$ cat config.mk
export PLATFORM = sky130hd
export DESIGN_NAME = fnv1a64_line_fingerprint_flat
export DESIGN_NICKNAME = d
export VERILOG_FILES = /design/src/fnvlf_pkg.sv /design/src/fnvlf_req_if.sv /design/src/fnvlf_res_if.sv /design/src/fnvlf_cfg_regs.sv /design/src/fnvlf_hash_core.sv /design/src/fnv1a64_line_fingerprint.sv /design/src/flat_wrapper.sv
export VERILOG_INCLUDE_DIRS = /design/src /design/src/src
export SDC_FILE = /design/constraint.sdc
export NUM_CORES = 1
export LEC_CHECK = 0
export ABC_AREA = 1
export BUFFER_PORTS_ARGS = -buffer_cell sky130_fd_sc_hd__buf_4
export CAP_MARGIN = 0
export CELL_PAD_IN_SITES_DETAIL_PLACEMENT = 1
export CELL_PAD_IN_SITES_GLOBAL_PLACEMENT = 1
export CORE_UTILIZATION = 38
export CTS_CLUSTER_SIZE = 20
export DETAILED_ROUTE_END_ITERATION = 10
export GPL_TIMING_DRIVEN = 0
export PLACE_DENSITY_LB_ADDON = 0.1
export SLEW_MARGIN = 20
export SYNTH_ARGS = -nofsm -noshare
export SYNTH_HDL_FRONTEND = slang
export SYNTH_SLANG_ARGS = --single-unit
$ cat constraint.sdc
create_clock -name i_clk -period 4.9 [get_ports i_clk]
set_input_delay 0.735 -clock i_clk [delete_from_list [all_inputs] [get_ports i_clk]]
set_output_delay 0.735 -clock i_clk [all_outputs]
set_load 0.02 [all_outputs]
$ cat src/assert_macros.svh
// Assertion macros used by the top-level RTL file of the FNV-1a fingerprint block.
`ifndef ASSERT_MACROS_SVH
`define ASSERT_MACROS_SVH

// Checks that a property holds at every clock edge outside reset.
`define FNVLF_ASSERT(label, prop, msg) \
    label: assert property (@(posedge i_clk) disable iff (!i_rst_n) (prop)) else $error(msg);

// Checks that a condition implies a consequence in the same cycle.
`define FNVLF_ASSERT_IMPL(label, ante, cons, msg) \
    label: assert property (@(posedge i_clk) disable iff (!i_rst_n) (ante) |-> (cons)) \
        else $error(msg);

// Checks that a condition implies a consequence in the next cycle.
`define FNVLF_ASSERT_NEXT(label, ante, cons, msg) \
    label: assert property (@(posedge i_clk) disable iff (!i_rst_n) (ante) |=> (cons)) \
        else $error(msg);

`endif

$ cat src/fnvlf_pkg.sv
// Package with constants, types and the hash step of the FNV-1a fingerprint block.
package fnvlf_pkg;

    localparam int BYTE_COUNT_BITS   = 32;
    localparam int RECORD_COUNT_BITS = 32;
    localparam int BYTE_CMP_BITS     = (BYTE_COUNT_BITS > 32) ? BYTE_COUNT_BITS : 32;
    localparam int REC_CMP_BITS      = (RECORD_COUNT_BITS > 32) ? RECORD_COUNT_BITS : 32;

    localparam logic [63:0] FNV_OFFSET_BASIS = 64'd14695981039346656037;
    localparam logic [7:0]  NEWLINE_BYTE     = 8'h0A;

    localparam logic REQ_DATA = 1'b0;
    localparam logic REQ_END  = 1'b1;

    localparam int CFG_ADDR_BITS = 3;
    localparam logic CFG_BYTE_LIMIT   = 1'b0;
    localparam logic CFG_RECORD_LIMIT = 1'b1;

    localparam logic [31:0] BYTE_LIMIT_RESET   = 32'd1048576;
    localparam logic [31:0] RECORD_LIMIT_RESET = 32'd65536;

    typedef struct packed {
        logic        status;
        logic [63:0] digest;
        logic [31:0] total_bytes;
        logic [31:0] total_records;
        logic        ends_with_newline;
    } t_result;

    typedef struct packed {
        logic stream_empty;
        logic limit_error;
    } t_core_status;

    // Multiplies by the FNV prime 2^40 + 435 modulo 2^64 as a shift-add.
    function automatic logic [63:0] fnv_prime_mul(input logic [63:0] h);
        fnv_prime_mul = h + (h << 1) + (h << 4) + (h << 5) + (h << 7) + (h << 8)
                      + (h << 40);
    endfunction

endpackage

$ cat src/fnvlf_req_if.sv
// Interface for the request channel carrying data and end-of-stream beats.
interface fnvlf_req_if;
    logic       valid;
    logic       ready;
    logic       req_type;
    logic [7:0] data_byte;

    modport source (output valid, output req_type, output data_byte, input ready);
    modport sink (input valid, input req_type, input data_byte, output ready);
endinterface

$ cat src/fnvlf_res_if.sv
// Interface for the result channel carrying one fingerprint beat per stream.
interface fnvlf_res_if;
    logic        valid;
    logic        ready;
    logic        status;
    logic [63:0] digest;
    logic [31:0] total_bytes;
    logic [31:0] total_records;
    logic        ends_with_newline;

    modport source (output valid, output status, output digest, output total_bytes,
                    output total_records, output ends_with_newline, input ready);
    modport sink (input valid, input status, input digest, input total_bytes,
                  input total_records, input ends_with_newline, output ready);
endinterface

$ cat src/fnvlf_cfg_regs.sv
// APB register file holding the byte and record limits.
module fnvlf_cfg_regs
    import fnvlf_pkg::*;
(
    input  logic                     i_clk,
    input  logic                     i_rst_n,
    input  logic                     psel,
    input  logic                     penable,
    input  logic                     pwrite,
    input  logic [CFG_ADDR_BITS-1:0] paddr,
    input  logic [31:0]              pwdata,
    output logic [31:0]              prdata,
    output logic                     pready,
    output logic [31:0]              o_byte_limit,
    output logic [31:0]              o_record_limit
);

    logic [31:0] r_byte_limit;
    logic [31:0] r_record_limit;
    logic        w_index;
    logic        w_write;

    assign pready  = 1'b1;
    assign w_index = paddr[2];
    assign w_write = psel && penable && pwrite && pready;

    always_ff @(posedge i_clk) begin
        if (!i_rst_n) begin
            r_byte_limit   <= BYTE_LIMIT_RESET;
            r_record_limit <= RECORD_LIMIT_RESET;
        end else if (w_write) begin
            unique case (w_index)
                CFG_BYTE_LIMIT:   r_byte_limit   <= pwdata;
                CFG_RECORD_LIMIT: r_record_limit <= pwdata;
                default:          r_byte_limit   <= r_byte_limit;
            endcase
        end
    end

    always_comb begin
        unique case (w_index)
            CFG_BYTE_LIMIT:   prdata = r_byte_limit;
            CFG_RECORD_LIMIT: prdata = r_record_limit;
            default:          prdata = '0;
        endcase
    end

    assign o_byte_limit   = r_byte_limit;
    assign o_record_limit = r_record_limit;

endmodule

$ cat src/fnvlf_hash_core.sv
// Stream state: running hash, byte and record counters, limit checks and result.
module fnvlf_hash_core
    import fnvlf_pkg::*;
(
    input  logic         i_clk,
    input  logic         i_rst_n,
    input  logic         i_step,
    input  logic         i_req_type,
    input  logic [7:0]   i_data_byte,
    input  logic [31:0]  i_byte_limit,
    input  logic [31:0]  i_record_limit,
    output logic         o_res_valid,
    output t_result      o_res,
    output t_core_status o_status
);

    logic [63:0]                  r_hash;
    logic [BYTE_COUNT_BITS-1:0]   r_byte_cnt;
    logic [RECORD_COUNT_BITS-1:0] r_nl_cnt;
    logic                         r_last_nl;
    logic                         r_err;

    logic [63:0]                  n_hash;
    logic [BYTE_COUNT_BITS-1:0]   n_byte_cnt;
    logic [RECORD_COUNT_BITS-1:0] n_nl_cnt;
    logic                         n_last_nl;
    logic                         n_err;

    logic                         w_byte_full;
    logic                         w_rec_full;
    logic                         w_is_nl;
    logic                         w_add_tail;
    logic                         w_end_err;
    logic [RECORD_COUNT_BITS-1:0] w_rec_total;

    assign w_byte_full = (BYTE_CMP_BITS'(r_byte_cnt) >= BYTE_CMP_BITS'(i_byte_limit))
                      || (r_byte_cnt == '1);
    assign w_rec_full  = (REC_CMP_BITS'(r_nl_cnt) >= REC_CMP_BITS'(i_record_limit))
                      || (r_nl_cnt == '1);
    assign w_is_nl     = (i_data_byte == NEWLINE_BYTE);
    assign w_add_tail  = !r_err && (r_byte_cnt != '0) && !r_last_nl;
    assign w_end_err   = r_err || (w_add_tail && w_rec_full);
    assign w_rec_total = w_add_tail ? r_nl_cnt + 1'b1 : r_nl_cnt;

    always_comb begin
        n_hash     = r_hash;
        n_byte_cnt = r_byte_cnt;
        n_nl_cnt   = r_nl_cnt;
        n_last_nl  = r_last_nl;
        n_err      = r_err;
        if (i_step) begin
            if (i_req_type == REQ_END) begin
                n_hash     = FNV_OFFSET_BASIS;
                n_byte_cnt = '0;
                n_nl_cnt   = '0;
                n_last_nl  = 1'b0;
                n_err      = 1'b0;
            end else if (!r_err) begin
                if (w_byte_full) begin
                    n_err = 1'b1;
                end else begin
                    n_hash     = fnv_prime_mul(r_hash ^ {56'd0, i_data_byte});
                    n_byte_cnt = r_byte_cnt + 1'b1;
                    n_last_nl  = w_is_nl;
                    if (w_is_nl) begin
                        if (w_rec_full) begin
                            n_err = 1'b1;
                        end else begin
                            n_nl_cnt = r_nl_cnt + 1'b1;
                        end
                    end
                end
            end
        end
    end

    always_ff @(posedge i_clk) begin
        if (!i_rst_n) begin
            r_hash     <= FNV_OFFSET_BASIS;
            r_byte_cnt <= '0;
            r_nl_cnt   <= '0;
            r_last_nl  <= 1'b0;
            r_err      <= 1'b0;
        end else begin
            r_hash     <= n_hash;
            r_byte_cnt <= n_byte_cnt;
            r_nl_cnt   <= n_nl_cnt;
            r_last_nl  <= n_last_nl;
            r_err      <= n_err;
        end
    end

    assign o_res_valid = i_step && (i_req_type == REQ_END);

    always_comb begin
        o_res = '0;
        if (w_end_err) begin
            o_res.status = 1'b1;
        end else begin
            o_res.status            = 1'b0;
            o_res.digest            = r_hash;
            o_res.total_bytes       = 32'(r_byte_cnt);
            o_res.total_records     = 32'(w_rec_total);
            o_res.ends_with_newline = r_last_nl;
        end
    end

    assign o_status.stream_empty = (r_byte_cnt == '0) && !r_err && (r_hash == FNV_OFFSET_BASIS);
    assign o_status.limit_error  = r_err;

endmodule

$ cat src/fnv1a64_line_fingerprint.sv
// Top level of the FNV-1a 64-bit line fingerprint block.
// The block takes one request beat per clock, a data byte or an end-of-stream mark, unless
// an end mark is held back by a full output register, and returns one result beat per end
// mark carrying the 64-bit FNV-1a digest, the byte count, the record count and the
// final-newline flag, or an error status with all other fields zero when the byte or
// record limit was passed. Every beat passes an input register and then updates the
// stream state; an end mark writes its result into the output register when it steps the
// stream state. The clock rate is set by the hash loop: one XOR and a seven-term 64-bit
// shift-add for the prime multiply on the path from the running hash register back to
// itself. Data beats keep flowing while a result waits on the output; only a second end
// mark waits for the output register to be taken. Limits are written over APB at byte
// addresses 0 and 4 and should only change while no stream is in flight.
`include "assert_macros.svh"

module fnv1a64_line_fingerprint
    import fnvlf_pkg::*;
(
    input  logic                     i_clk,
    input  logic                     i_rst_n,
    fnvlf_req_if.sink                i_req,
    fnvlf_res_if.source              o_res,
    input  logic                     psel,
    input  logic                     penable,
    input  logic                     pwrite,
    input  logic [CFG_ADDR_BITS-1:0] paddr,
    input  logic [31:0]              pwdata,
    output logic [31:0]              prdata,
    output logic                     pready
);

    logic         r_in_vld;
    logic         r_in_req;
    logic [7:0]   r_in_byte;
    logic         r_out_vld;
    t_result      r_out;

    logic         w_step;
    logic         w_res_vld;
    t_result      w_res;
    t_core_status w_status;
    logic [31:0]  w_byte_limit;
    logic [31:0]  w_record_limit;

    fnvlf_cfg_regs u_cfg_regs (
        .i_clk          (i_clk),
        .i_rst_n        (i_rst_n),
        .psel           (psel),
        .penable        (penable),
        .pwrite         (pwrite),
        .paddr          (paddr),
        .pwdata         (pwdata),
        .prdata         (prdata),
        .pready         (pready),
        .o_byte_limit   (w_byte_limit),
        .o_record_limit (w_record_limit)
    );

    fnvlf_hash_core u_hash_core (
        .i_clk          (i_clk),
        .i_rst_n        (i_rst_n),
        .i_step         (w_step),
        .i_req_type     (r_in_req),
        .i_data_byte    (r_in_byte),
        .i_byte_limit   (w_byte_limit),
        .i_record_limit (w_record_limit),
        .o_res_valid    (w_res_vld),
        .o_res          (w_res),
        .o_status       (w_status)
    );

    assign w_step      = r_in_vld && ((r_in_req == REQ_DATA) || !r_out_vld || o_res.ready);
    assign i_req.ready = !r_in_vld || w_step;

    always_ff @(posedge i_clk) begin
        if (!i_rst_n) begin
            r_in_vld <= 1'b0;
        end else if (i_req.ready) begin
            r_in_vld <= i_req.valid;
        end
    end

    always_ff @(posedge i_clk) begin
        if (i_req.ready && i_req.valid) begin
            r_in_req  <= i_req.req_type;
            r_in_byte <= i_req.data_byte;
        end
    end

    always_ff @(posedge i_clk) begin
        if (!i_rst_n) begin
            r_out_vld <= 1'b0;
        end else if (w_res_vld) begin
            r_out_vld <= 1'b1;
        end else if (o_res.ready) begin
            r_out_vld <= 1'b0;
        end
    end

    always_ff @(posedge i_clk) begin
        if (w_res_vld) begin
            r_out <= w_res;
        end
    end

    assign o_res.valid             = r_out_vld;
    assign o_res.status            = r_out.status;
    assign o_res.digest            = r_out.digest;
    assign o_res.total_bytes       = r_out.total_bytes;
    assign o_res.total_records     = r_out.total_records;
    assign o_res.ends_with_newline = r_out.ends_with_newline;

    `FNVLF_ASSERT_IMPL(a_err_zero_fields, r_out_vld && r_out.status, (r_out.digest == '0) && (r_out.total_bytes == '0) && (r_out.total_records == '0) && !r_out.ends_with_newline, "Error result carries nonzero fields.")
    `FNVLF_ASSERT_NEXT(a_end_gives_result, w_step && (r_in_req == REQ_END), r_out_vld && w_status.stream_empty, "End beat did not produce a result and clear the stream.")
    `FNVLF_ASSERT_IMPL(a_no_overwrite, w_res_vld, !r_out_vld || o_res.ready, "Result register overwritten before it was taken.")
    `FNVLF_ASSERT_IMPL(a_empty_input_ready, !r_in_vld, i_req.ready, "Input stalled while the input register is empty.")

endmodule
$ cat src/flat_wrapper.sv
// flat-port wrapper written by rule: the top's interface ports become plain ports
module fnv1a64_line_fingerprint_flat import fnvlf_pkg::*;
  (i_clk, i_rst_n, psel, penable, pwrite, paddr, pwdata, prdata, pready, i_req_valid, i_req_req_type, i_req_data_byte, i_req_ready, o_res_valid, o_res_status, o_res_digest, o_res_total_bytes, o_res_total_records, o_res_ends_with_newline, o_res_ready);
  fnvlf_req_if i_req_i ();
  fnvlf_res_if o_res_i ();
  input  logic i_clk;
  input  logic i_rst_n;
  input  logic psel;
  input  logic penable;
  input  logic pwrite;
  input  logic [CFG_ADDR_BITS-1:0] paddr;
  input  logic [31:0] pwdata;
  output logic [31:0] prdata;
  output logic pready;
  input wire logic [$bits(i_req_i.valid)-1:0] i_req_valid;
  input wire logic [$bits(i_req_i.req_type)-1:0] i_req_req_type;
  input wire logic [$bits(i_req_i.data_byte)-1:0] i_req_data_byte;
  output wire logic [$bits(i_req_i.ready)-1:0] i_req_ready;
  output wire logic [$bits(o_res_i.valid)-1:0] o_res_valid;
  output wire logic [$bits(o_res_i.status)-1:0] o_res_status;
  output wire logic [$bits(o_res_i.digest)-1:0] o_res_digest;
  output wire logic [$bits(o_res_i.total_bytes)-1:0] o_res_total_bytes;
  output wire logic [$bits(o_res_i.total_records)-1:0] o_res_total_records;
  output wire logic [$bits(o_res_i.ends_with_newline)-1:0] o_res_ends_with_newline;
  input wire logic [$bits(o_res_i.ready)-1:0] o_res_ready;
  assign i_req_i.valid = i_req_valid;
  assign i_req_i.req_type = i_req_req_type;
  assign i_req_i.data_byte = i_req_data_byte;
  assign i_req_ready = i_req_i.ready;
  assign o_res_valid = o_res_i.valid;
  assign o_res_status = o_res_i.status;
  assign o_res_digest = o_res_i.digest;
  assign o_res_total_bytes = o_res_i.total_bytes;
  assign o_res_total_records = o_res_i.total_records;
  assign o_res_ends_with_newline = o_res_i.ends_with_newline;
  assign o_res_i.ready = o_res_ready;
  fnv1a64_line_fingerprint u_core (.i_clk(i_clk), .i_rst_n(i_rst_n), .i_req(i_req_i), .o_res(o_res_i), .psel(psel), .penable(penable), .pwrite(pwrite), .paddr(paddr), .pwdata(pwdata), .prdata(prdata), .pready(pready));
endmodule
==> PnR_summary.wiki, run 1 <==
{| class="wikitable"
! Metric !! Value
|-
| Share of cells above drive strength 1 || 22.5%
|-
| Unrepaired setup endpoints after global routing || yes
|-
| Clock tree from TritonCTS || yes
|-
| Crit Path Max Fanout || 6
|-
| Share of the synthesized area in compound gates (AO/OA/AOI/OAI) || 11.0%
|-
| Share of Yosys cell area claimed by the top area cell type || 17.6%
|-
| Critical Path Start Type || register
|-
| Final routed wirelength across all metal layers || 115 mm
|-
| Clock-pin slew on the worst setup and hold paths || 0.06 ns
|-
| R2r setup slk || 0.07 ns
|-
| Proportion of synthesized area in mux cells || 0%
|-
| Vertical extent of the die || 270 um
|-
| Clock H-tree levels || 2
|-
| Adder-Cell Fraction of Synth Area || 25.6%
|-
| Post-DP HPWL || 90.9 mm
|-
| Width of the die || 270 um
|-
| Max Root-Sink Buffers || 3
|-
| Mean instance size in the synthesized netlist || 7.96 um^2
|-
| Run status || complete, no violations
|-
| Dominant cell by count in the synthesized netlist || inv_1
|-
| Die area || 0.0728 mm^2
|-
| Synthesized-area fraction occupied by xor and xnor cells || 3.76%
|-
| Global Route Usage Sum || 30.8%
|-
| CP max stage cell || fa_1
|-
| Worst slew margin relative to its limit || 25.4%
|-
| Wire per inst || 23.9 um
|-
| Fraction of synthesis flops using an asynchronous set or reset pin || 0%
|-
| Detailed-route via count || 25300
|-
| Global-route congestion overflow total || 0
|-
| Number of vias per cell after detailed routing || 5.26
|-
| Shortest clock period the worst path allows after layout || 4.83 ns
|-
| Share of the clock period used by the worst path after layout || 98.6%
|-
| Fin nets || 4306
|-
| Placed cell count || 4576
|-
| Top_reg_cell synth || dfxtp_1
|-
| CP Cell Sequence || xor2_4 > buf_6 > fa_1 > fa_1 > inv_1 > fa_1 > inv_1 > ha_4 > ha_4 > a21oi_4 > nor2_2 > nor2_4 > nor2_1 > o21ai_0 > nand3b_1 > xor2_1 > o21ai_0 > o211ai_2
|-
| Iteration count of the initial detailed-routing pass || 5
|-
| Area growth from synthesis to layout || 27.6%
|-
| DRC violations left || 0
|-
| Clk sinks || 335
|-
| Synthesized Nets || 3888
|-
| Number of synthesized flops with an enable pin || 139
|-
| Largest net degree at the start of global routing || 75
|-
| Worst clock skew on the final layout || 0.0381 ns
|-
| Placeable Area || 0.0705 mm^2
|-
| Initial core utilization || 38.7%
|-
| Io pins || 216
|-
| Combinational family with the most area after synthesis || adder cells
|-
| Synth Register Bits || 335
|-
| Finish-stage setup viols || 0
|-
| Netlist cell types || 45
|-
| Post-route setup TNS || 0 ns
|-
| Final ANT Viol Nets || 0
|-
| Post-synth top cells || inv_1, nand2_1, nor2_1
|-
| Vias in the first global route || 26500
|-
| Most area-hungry cell type in the Yosys netlist || fa_1
|-
| Final weighted congestion in routability-driven placement || 0.978
|-
| Wire length of the first global-routing pass || 168 mm
|-
| Endpoint type of the worst setup path || register
|-
| Max Slew Vio Count || 0
|-
| Initial DRC count || 1642
|-
| Most common cell type on the critical path || fa_1
|-
| Worst min-delay path class || in2reg
|-
| Path type of the worst setup path || reg2reg
|-
| Simple-gate share of the synthesized area || 19.0%
|-
| Arr. time, crit path || 5.24 ns
|-
| Synth top area cells || fa_1, edfxtp_1, dfxtp_1
|-
| FMAX || 0.207 GHz
|-
| Required time at the worst-slack endpoint || 5.31 ns
|-
| Count of warnings emitted by yosys || 0
|-
| Final Hold Fails || 0
|-
| Clock Root Buffer || clkbuf_16
|-
| Num CTS Buffers || 42
|-
| Stage delay of the slowest cell on the critical path || 0.53 ns
|-
| MaxCap Viol Count || 0
|-
| Cell count after synthesis || 3424
|-
| Worst-margin pin slew || 1.12 ns
|-
| Non-filler instance count after layout || 4816
|-
| Skew-Pair Late Insertion Delay || 0.60 ns
|-
| Fraction of the yosys area taken by sequential cells || 29.7%
|-
| Antenna violations before repair || 2
|-
| Quantity of I/O buffers inserted on ports || 211
|-
| # rows || 97
|-
| Netlist area before placement || 0.0273 mm^2
|}
-- worst paths after layout --
kind | from | end | cells after the start
min | i_req_data_byte[1] | u_core.r_in_byte[1] | 1
max | u_core.r_in_byte[7] | u_core.u_hash_core.r_hash[26] | 18
max reg2reg | u_core.r_in_byte[7] | u_core.u_hash_core.r_hash[26] | 18
min reg2reg | u_core.u_hash_core.r_hash[45] | u_core.u_hash_core.r_hash[45] | 2
-- worst max-delay path: cells and delay by family, from the launching register on --
kind,cells,cell delay (ns)
buf+inv,3,0.31
flops,1,0.51
simple gates,4,0.50
fa+ha+maj,5,2.00
compound gates,4,0.70
xor+xnor,2,0.63
-- registers in the layout, indices dropped and copies added, names as in the netlist, 8 cells and up --
name and count:
u_core.u_hash_core.r_hash 64, u_core.u_hash_core.r_nl_cnt 32, u_core.u_cfg_regs.o_record_limit 32, u_core.o_res.digest 64
u_core.r_in_byte 8, u_core.o_res.total_records 32, u_core.u_cfg_regs.o_byte_limit 32, u_core.o_res.total_bytes 32
u_core.u_hash_core.r_byte_cnt 32
-- placed cells by master (no fill, tap or decap), drive strengths merged, types with 10 or more instances in the layout --
cell type  instances
a211oi            33
a21o              13
a21oi            266
buf              416
clkbuf           119
clkinv            15
clkinvlp          36
dfxtp            196
edfxtp           139
fa               240
ha               173
inv              623
nand2            594
nand3            112
nand4             40
nor2             418
nor3              51
nor4              25
o211ai            16
o21a              10
o21ai            184
o21bai            15
xnor2             35
xor2              82
-- layer usage --
| metal | GRT usage, % | routed length (um) |
|---|---|---|
| met1 | 44.3 | 53000 |
| met2 | 50.3 | 53800 |
| met3 | 2.53 | 5080 |
| met4 | 6.74 | 3090 |
| met5 | 0 | 13 |
-- stage by stage --
| step | util [%] | setup slack, ns | hold slack (ns) | instance area, um^2 |
|---|---|---|---|---|
| floorplan | - | 0.167 | 0.443 | 27300 |
| global placement | 42.6 | -1.23 | 0.453 | 30000 |
| detailed placement | 42.6 | -1.21 | 0.467 | 30000 |
| CTS | 46.3 | -0.0639 | 0.318 | 32700 |
| global route | 49.3 | -0.142 | 0.327 | 34800 |
| finish | 49.3 | 0.0666 | 0.346 | 34800 |
-- layout make-up --
class,count,area [um^2]
Clock buffer,60,1180
Antenna cell,1,2.50
Fill cell,8400,35700
Sequential cell,335,8170
Clock inverter,17,169
Inverter,659,2610
Buffer,101,514
Timing Repair Buffer,374,3000
Multi-Input combinational cell,2329,17900
Tap cell,940,1180
-- timing repair --
item                       in CTS  in global routing
hold buffers                    0                  0
resized for setup             165                351
setup endpoints to repair      52                 45
pin swaps                      21                 99
setup buffers                  71                 91
-- cells by family (layout without fill, tap and decap cells) --
family          count (synthesis)  count (layout)
compound gates                546             546
xor+xnor                      117             117
fa+ha+maj                     413             413
buf+inv                       760            1211
flops                         335             335
other cells                     1               2
simple gates                 1252            1252
Power of run 1 is not shown: default switching activity piles up to over one toggle a cycle in this logic, so the estimate is an artifact.
==> run 2: changes to the inputs <==
--- a/config.mk
+++ b/config.mk
@@ -7,7 +7,7 @@
 export NUM_CORES = 1
 export LEC_CHECK = 0
 export ABC_AREA = 1
-export BUFFER_PORTS_ARGS = -buffer_cell sky130_fd_sc_hd__buf_4
+export BUFFER_PORTS_ARGS = -buffer_cell sky130_fd_sc_hd__buf_2
 export CAP_MARGIN = 0
 export CELL_PAD_IN_SITES_DETAIL_PLACEMENT = 1
 export CELL_PAD_IN_SITES_GLOBAL_PLACEMENT = 1
==> run 2 against run 1 <==
Against the previous run:
- the run now ends with negative setup slack left
- sequential share of layout area is 0.30 points higher
- first-iteration DRC count is 0.12% higher
- maximum frequency is 2.0% lower
- sequential cell count stayed put
- routed wire length is 0.82% higher
- count of clock-buffer cells in the layout is 3 lower
- via count hardly changed
- register-to-register slack worse by 0.097 ns
- critical path type unchanged
- critical endpoint is now u_core.u_hash_core.r_hash[53]
- largest cell class unchanged
- highest routed layer is now met4
==> PnR_summary.wiki, run 2 (synthesis gave the netlist of run 1 again) <==
{| class="wikitable"
! Metric !! Value
|-
| Share of cells above drive strength 1 || 21.8% (-0.73 points)
|-
| Crit Path Max Fanout || 4 (-2)
|-
| Largest net degree at the start of global routing || 75 (unchanged)
|-
| # rows || 97 (unchanged)
|-
| Quantity of I/O buffers inserted on ports || 211 (unchanged)
|-
| Endpoint type of the worst setup path || register
|-
| Finish-stage setup viols || 2 (+2)
|-
| Stage delay of the slowest cell on the critical path || 0.59 ns (+0.06 ns)
|-
| Final routed wirelength across all metal layers || 116 mm (+0.82%)
|-
| Run status || finished, violations left
|-
| Clock H-tree levels || 2 (unchanged)
|-
| Initial DRC count || 1644 (+0.12%)
|-
| CP max stage cell || fa_1
|-
| Area of all placed cells without fillers || 0.0343 mm^2 (-1.3%)
|-
| Max Root-Sink Buffers || 3 (unchanged)
|-
| PnR worst setup slack || -0.0309 ns (-0.0975 ns)
|-
| Unrepaired setup endpoints after global routing || yes
|-
| Final Hold Fails || 0 (unchanged)
|-
| Clk sinks || 335 (unchanged)
|-
| MaxCap Viol Count || 0 (unchanged)
|-
| Wire length of the first global-routing pass || 167 mm (-0.66%)
|-
| # fillers || 8430 (+0.36%)
|-
| Area growth from synthesis to layout || 26.0%
|-
| Width of the die || 270 um (unchanged)
|-
| Worst min-delay path class || in2reg
|-
| Worst clock skew on the final layout || 0.0362 ns (-0.00187 ns)
|-
| Arr. time, crit path || 5.44 ns (+0.20 ns)
|-
| Placeable Area || 0.0705 mm^2 (unchanged)
|-
| Antenna violations before repair || 1 (-1)
|-
| Required time at the worst-slack endpoint || 5.41 ns (+0.10 ns)
|-
| Detailed-route via count || 25400 (+0.059%)
|-
| Number of vias per cell after detailed routing || 5.27 (+0.10%)
|-
| Post-DP HPWL || 90.5 mm (-0.39%)
|-
| Failing checks || negative setup slack
|-
| Shortest clock period the worst path allows after layout || 4.93 ns (+0.0975 ns)
|-
| R2r setup slk || -0.03 ns (-0.10 ns)
|-
| Worst setup slack before clock tree synthesis || -1.13 ns (+0.0836 ns)
|-
| Clock-pin slew on the worst setup and hold paths || 0.06 ns (about the same)
|-
| Crit path buffers/inverters || 6 (+3)
|-
| Share of the clock period used by the worst path after layout || 101% (+2.0 points)
|-
| Fin nets || 4297 (-0.21%)
|-
| Critical Path Start Type || register
|-
| Highest-count cells in the layout ignoring fill and taps || inv_1, nand2_1, nor2_1
|-
| Vertical extent of the die || 270 um (unchanged)
|-
| Path type of the worst setup path || reg2reg
|-
| Global Route Usage Sum || 30.7% (-0.060 points)
|-
| Final weighted congestion in routability-driven placement || 0.972 (-0.52%)
|-
| Die area || 0.0728 mm^2 (unchanged)
|-
| Skew-Pair Late Insertion Delay || 0.62 ns (+0.02 ns)
|-
| FMAX || 0.203 GHz (-2.0%)
|-
| Clock Root Buffer || clkbuf_16
|-
| Wire per inst || 24.1 um (+0.86%)
|-
| Io pins || 216 (unchanged)
|-
| Vias in the first global route || 26500 (+0.27%)
|-
| DRC violations left || 0 (unchanged)
|-
| Hold slack || 0.322 ns (-0.0240 ns)
|-
| CP Cell Sequence || xnor2_2 > inv_2 > ha_1 > inv_2 > xor2_1 > fa_1 > inv_1 > fa_1 > inv_1 > ha_1 > ha_1 > inv_1 > nand2_1 > nand3_4 > nand2_4 > nand2_2 > nand2_4 > nand3_1 > nand3b_1 > buf_4 > a21oi_4 > a21oi_2 > o21ai_1 > nand2_1
|-
| Worst-margin pin slew || 1.15 ns (+0.0355 ns)
|-
| Worst slew margin relative to its limit || 23.0% (-2.4 points)
|-
| Placed instance area || 0.0295 mm^2 (-1.8%)
|-
| Num CTS Buffers || 46 (+9.5%)
|-
| Non-filler instance count after layout || 4814 (-0.042%)
|-
| Max Slew Vio Count || 0 (unchanged)
|-
| Placed cell count || 4576 (unchanged)
|-
| CP top delay family || adder cells
|-
| Clock tree from TritonCTS || yes
|-
| Global-route congestion overflow total || 0 (unchanged)
|-
| Final ANT Viol Nets || 0 (unchanged)
|-
| Iteration count of the initial detailed-routing pass || 5 (unchanged)
|-
| Commonest non-fill, non-tap cell in the layout || inv_1
|-
| Hold Buf Count CTS || 0 (unchanged)
|-
| Initial core utilization || 38.7% (unchanged)
|}
-- run 2: changes by cell type in the layout (fill, tap and decap cells not counted), moves of 7 or more --
cell,delta
buf_2,+211
nor2_1,+16
bufinv_16,+7
nor2_4,-13
buf_4,-231
nand2_4,-7
-- run 2: per-stage QoR --
stage | util, % | TNS (ns)
2_1_floorplan | - | 0
3_3_place_gp | 41.8 | -125.91
3_5_place_dp | 41.9 | -32.17
4_1_cts | 46.1 | -0.198
5_1_grt | 48.7 | -3.82
6_report | 48.7 | -0.0518
-- run 2: metal layers --
layer  up-vias  global-route usage [%]  part of all wire (%)
met3       176                    4.34                   5.1
met4         0                    8.13                   2.8
li1      11700                       -                     -
met2       666                    51.2                    48
met5         -                       0                     0
met1     12900                    41.7                    44
-- run 2: area by class of cell --
cell class / instances / area (um^2) / area share, %
multi-input cells: 2329 / 17800 / 51.8
flip-flops and latches: 335 / 8170 / 23.8
inverters: 659 / 2600 / 7.58
repair buffers: 361 / 2440 / 7.10
clock buffers: 57 / 1220 / 3.56
well taps: 940 / 1180 / 3.43
plain buffers: 101 / 514 / 1.50
clock inverters: 29 / 400 / 1.17
diodes: 3 / 7.51 / 0.0219
-- run 2: worst paths after layout --
check,start,to,cells past startpoint
max reg2reg,u_core.r_in_byte[1],u_core.u_hash_core.r_hash[53],24
max,u_core.r_in_byte[1],u_core.u_hash_core.r_hash[53],24
min reg2reg,u_core.u_hash_core.r_hash[43],u_core.u_hash_core.r_hash[43],2
min,i_req_data_byte[6],u_core.r_in_byte[6],1
-- run 2: timing repair --
item / in CTS / in global routing
setup buffers: 72 / 77
endpoints found under the hold margin: 0 / 0
resized for setup: 174 / 298
endpoints found under the setup margin: 52 / 49
pin swaps: 26 / 100
-- run 2: worst reg2reg max path, stage by stage, from the launching register on --
cell and delay [ns]:
edfxtp_1 0.45, xnor2_2 0.25, inv_2 0.12, ha_1 0.34, inv_2 0.09, xor2_1 0.18, fa_1 0.59, inv_1 0.08
fa_1 0.55, inv_1 0.08, ha_1 0.30, ha_1 0.36, inv_1 0.08, nand2_1 0.10, nand3_4 0.11, nand2_4 0.08
nand2_2 0.11, nand2_4 0.08, nand3_1 0.09, nand3b_1 0.21, buf_4 0.22, a21oi_4 0.17, a21oi_2 0.08, o21ai_1 0.08
nand2_1 0.06
Power of run 2 is left out for the same reason.
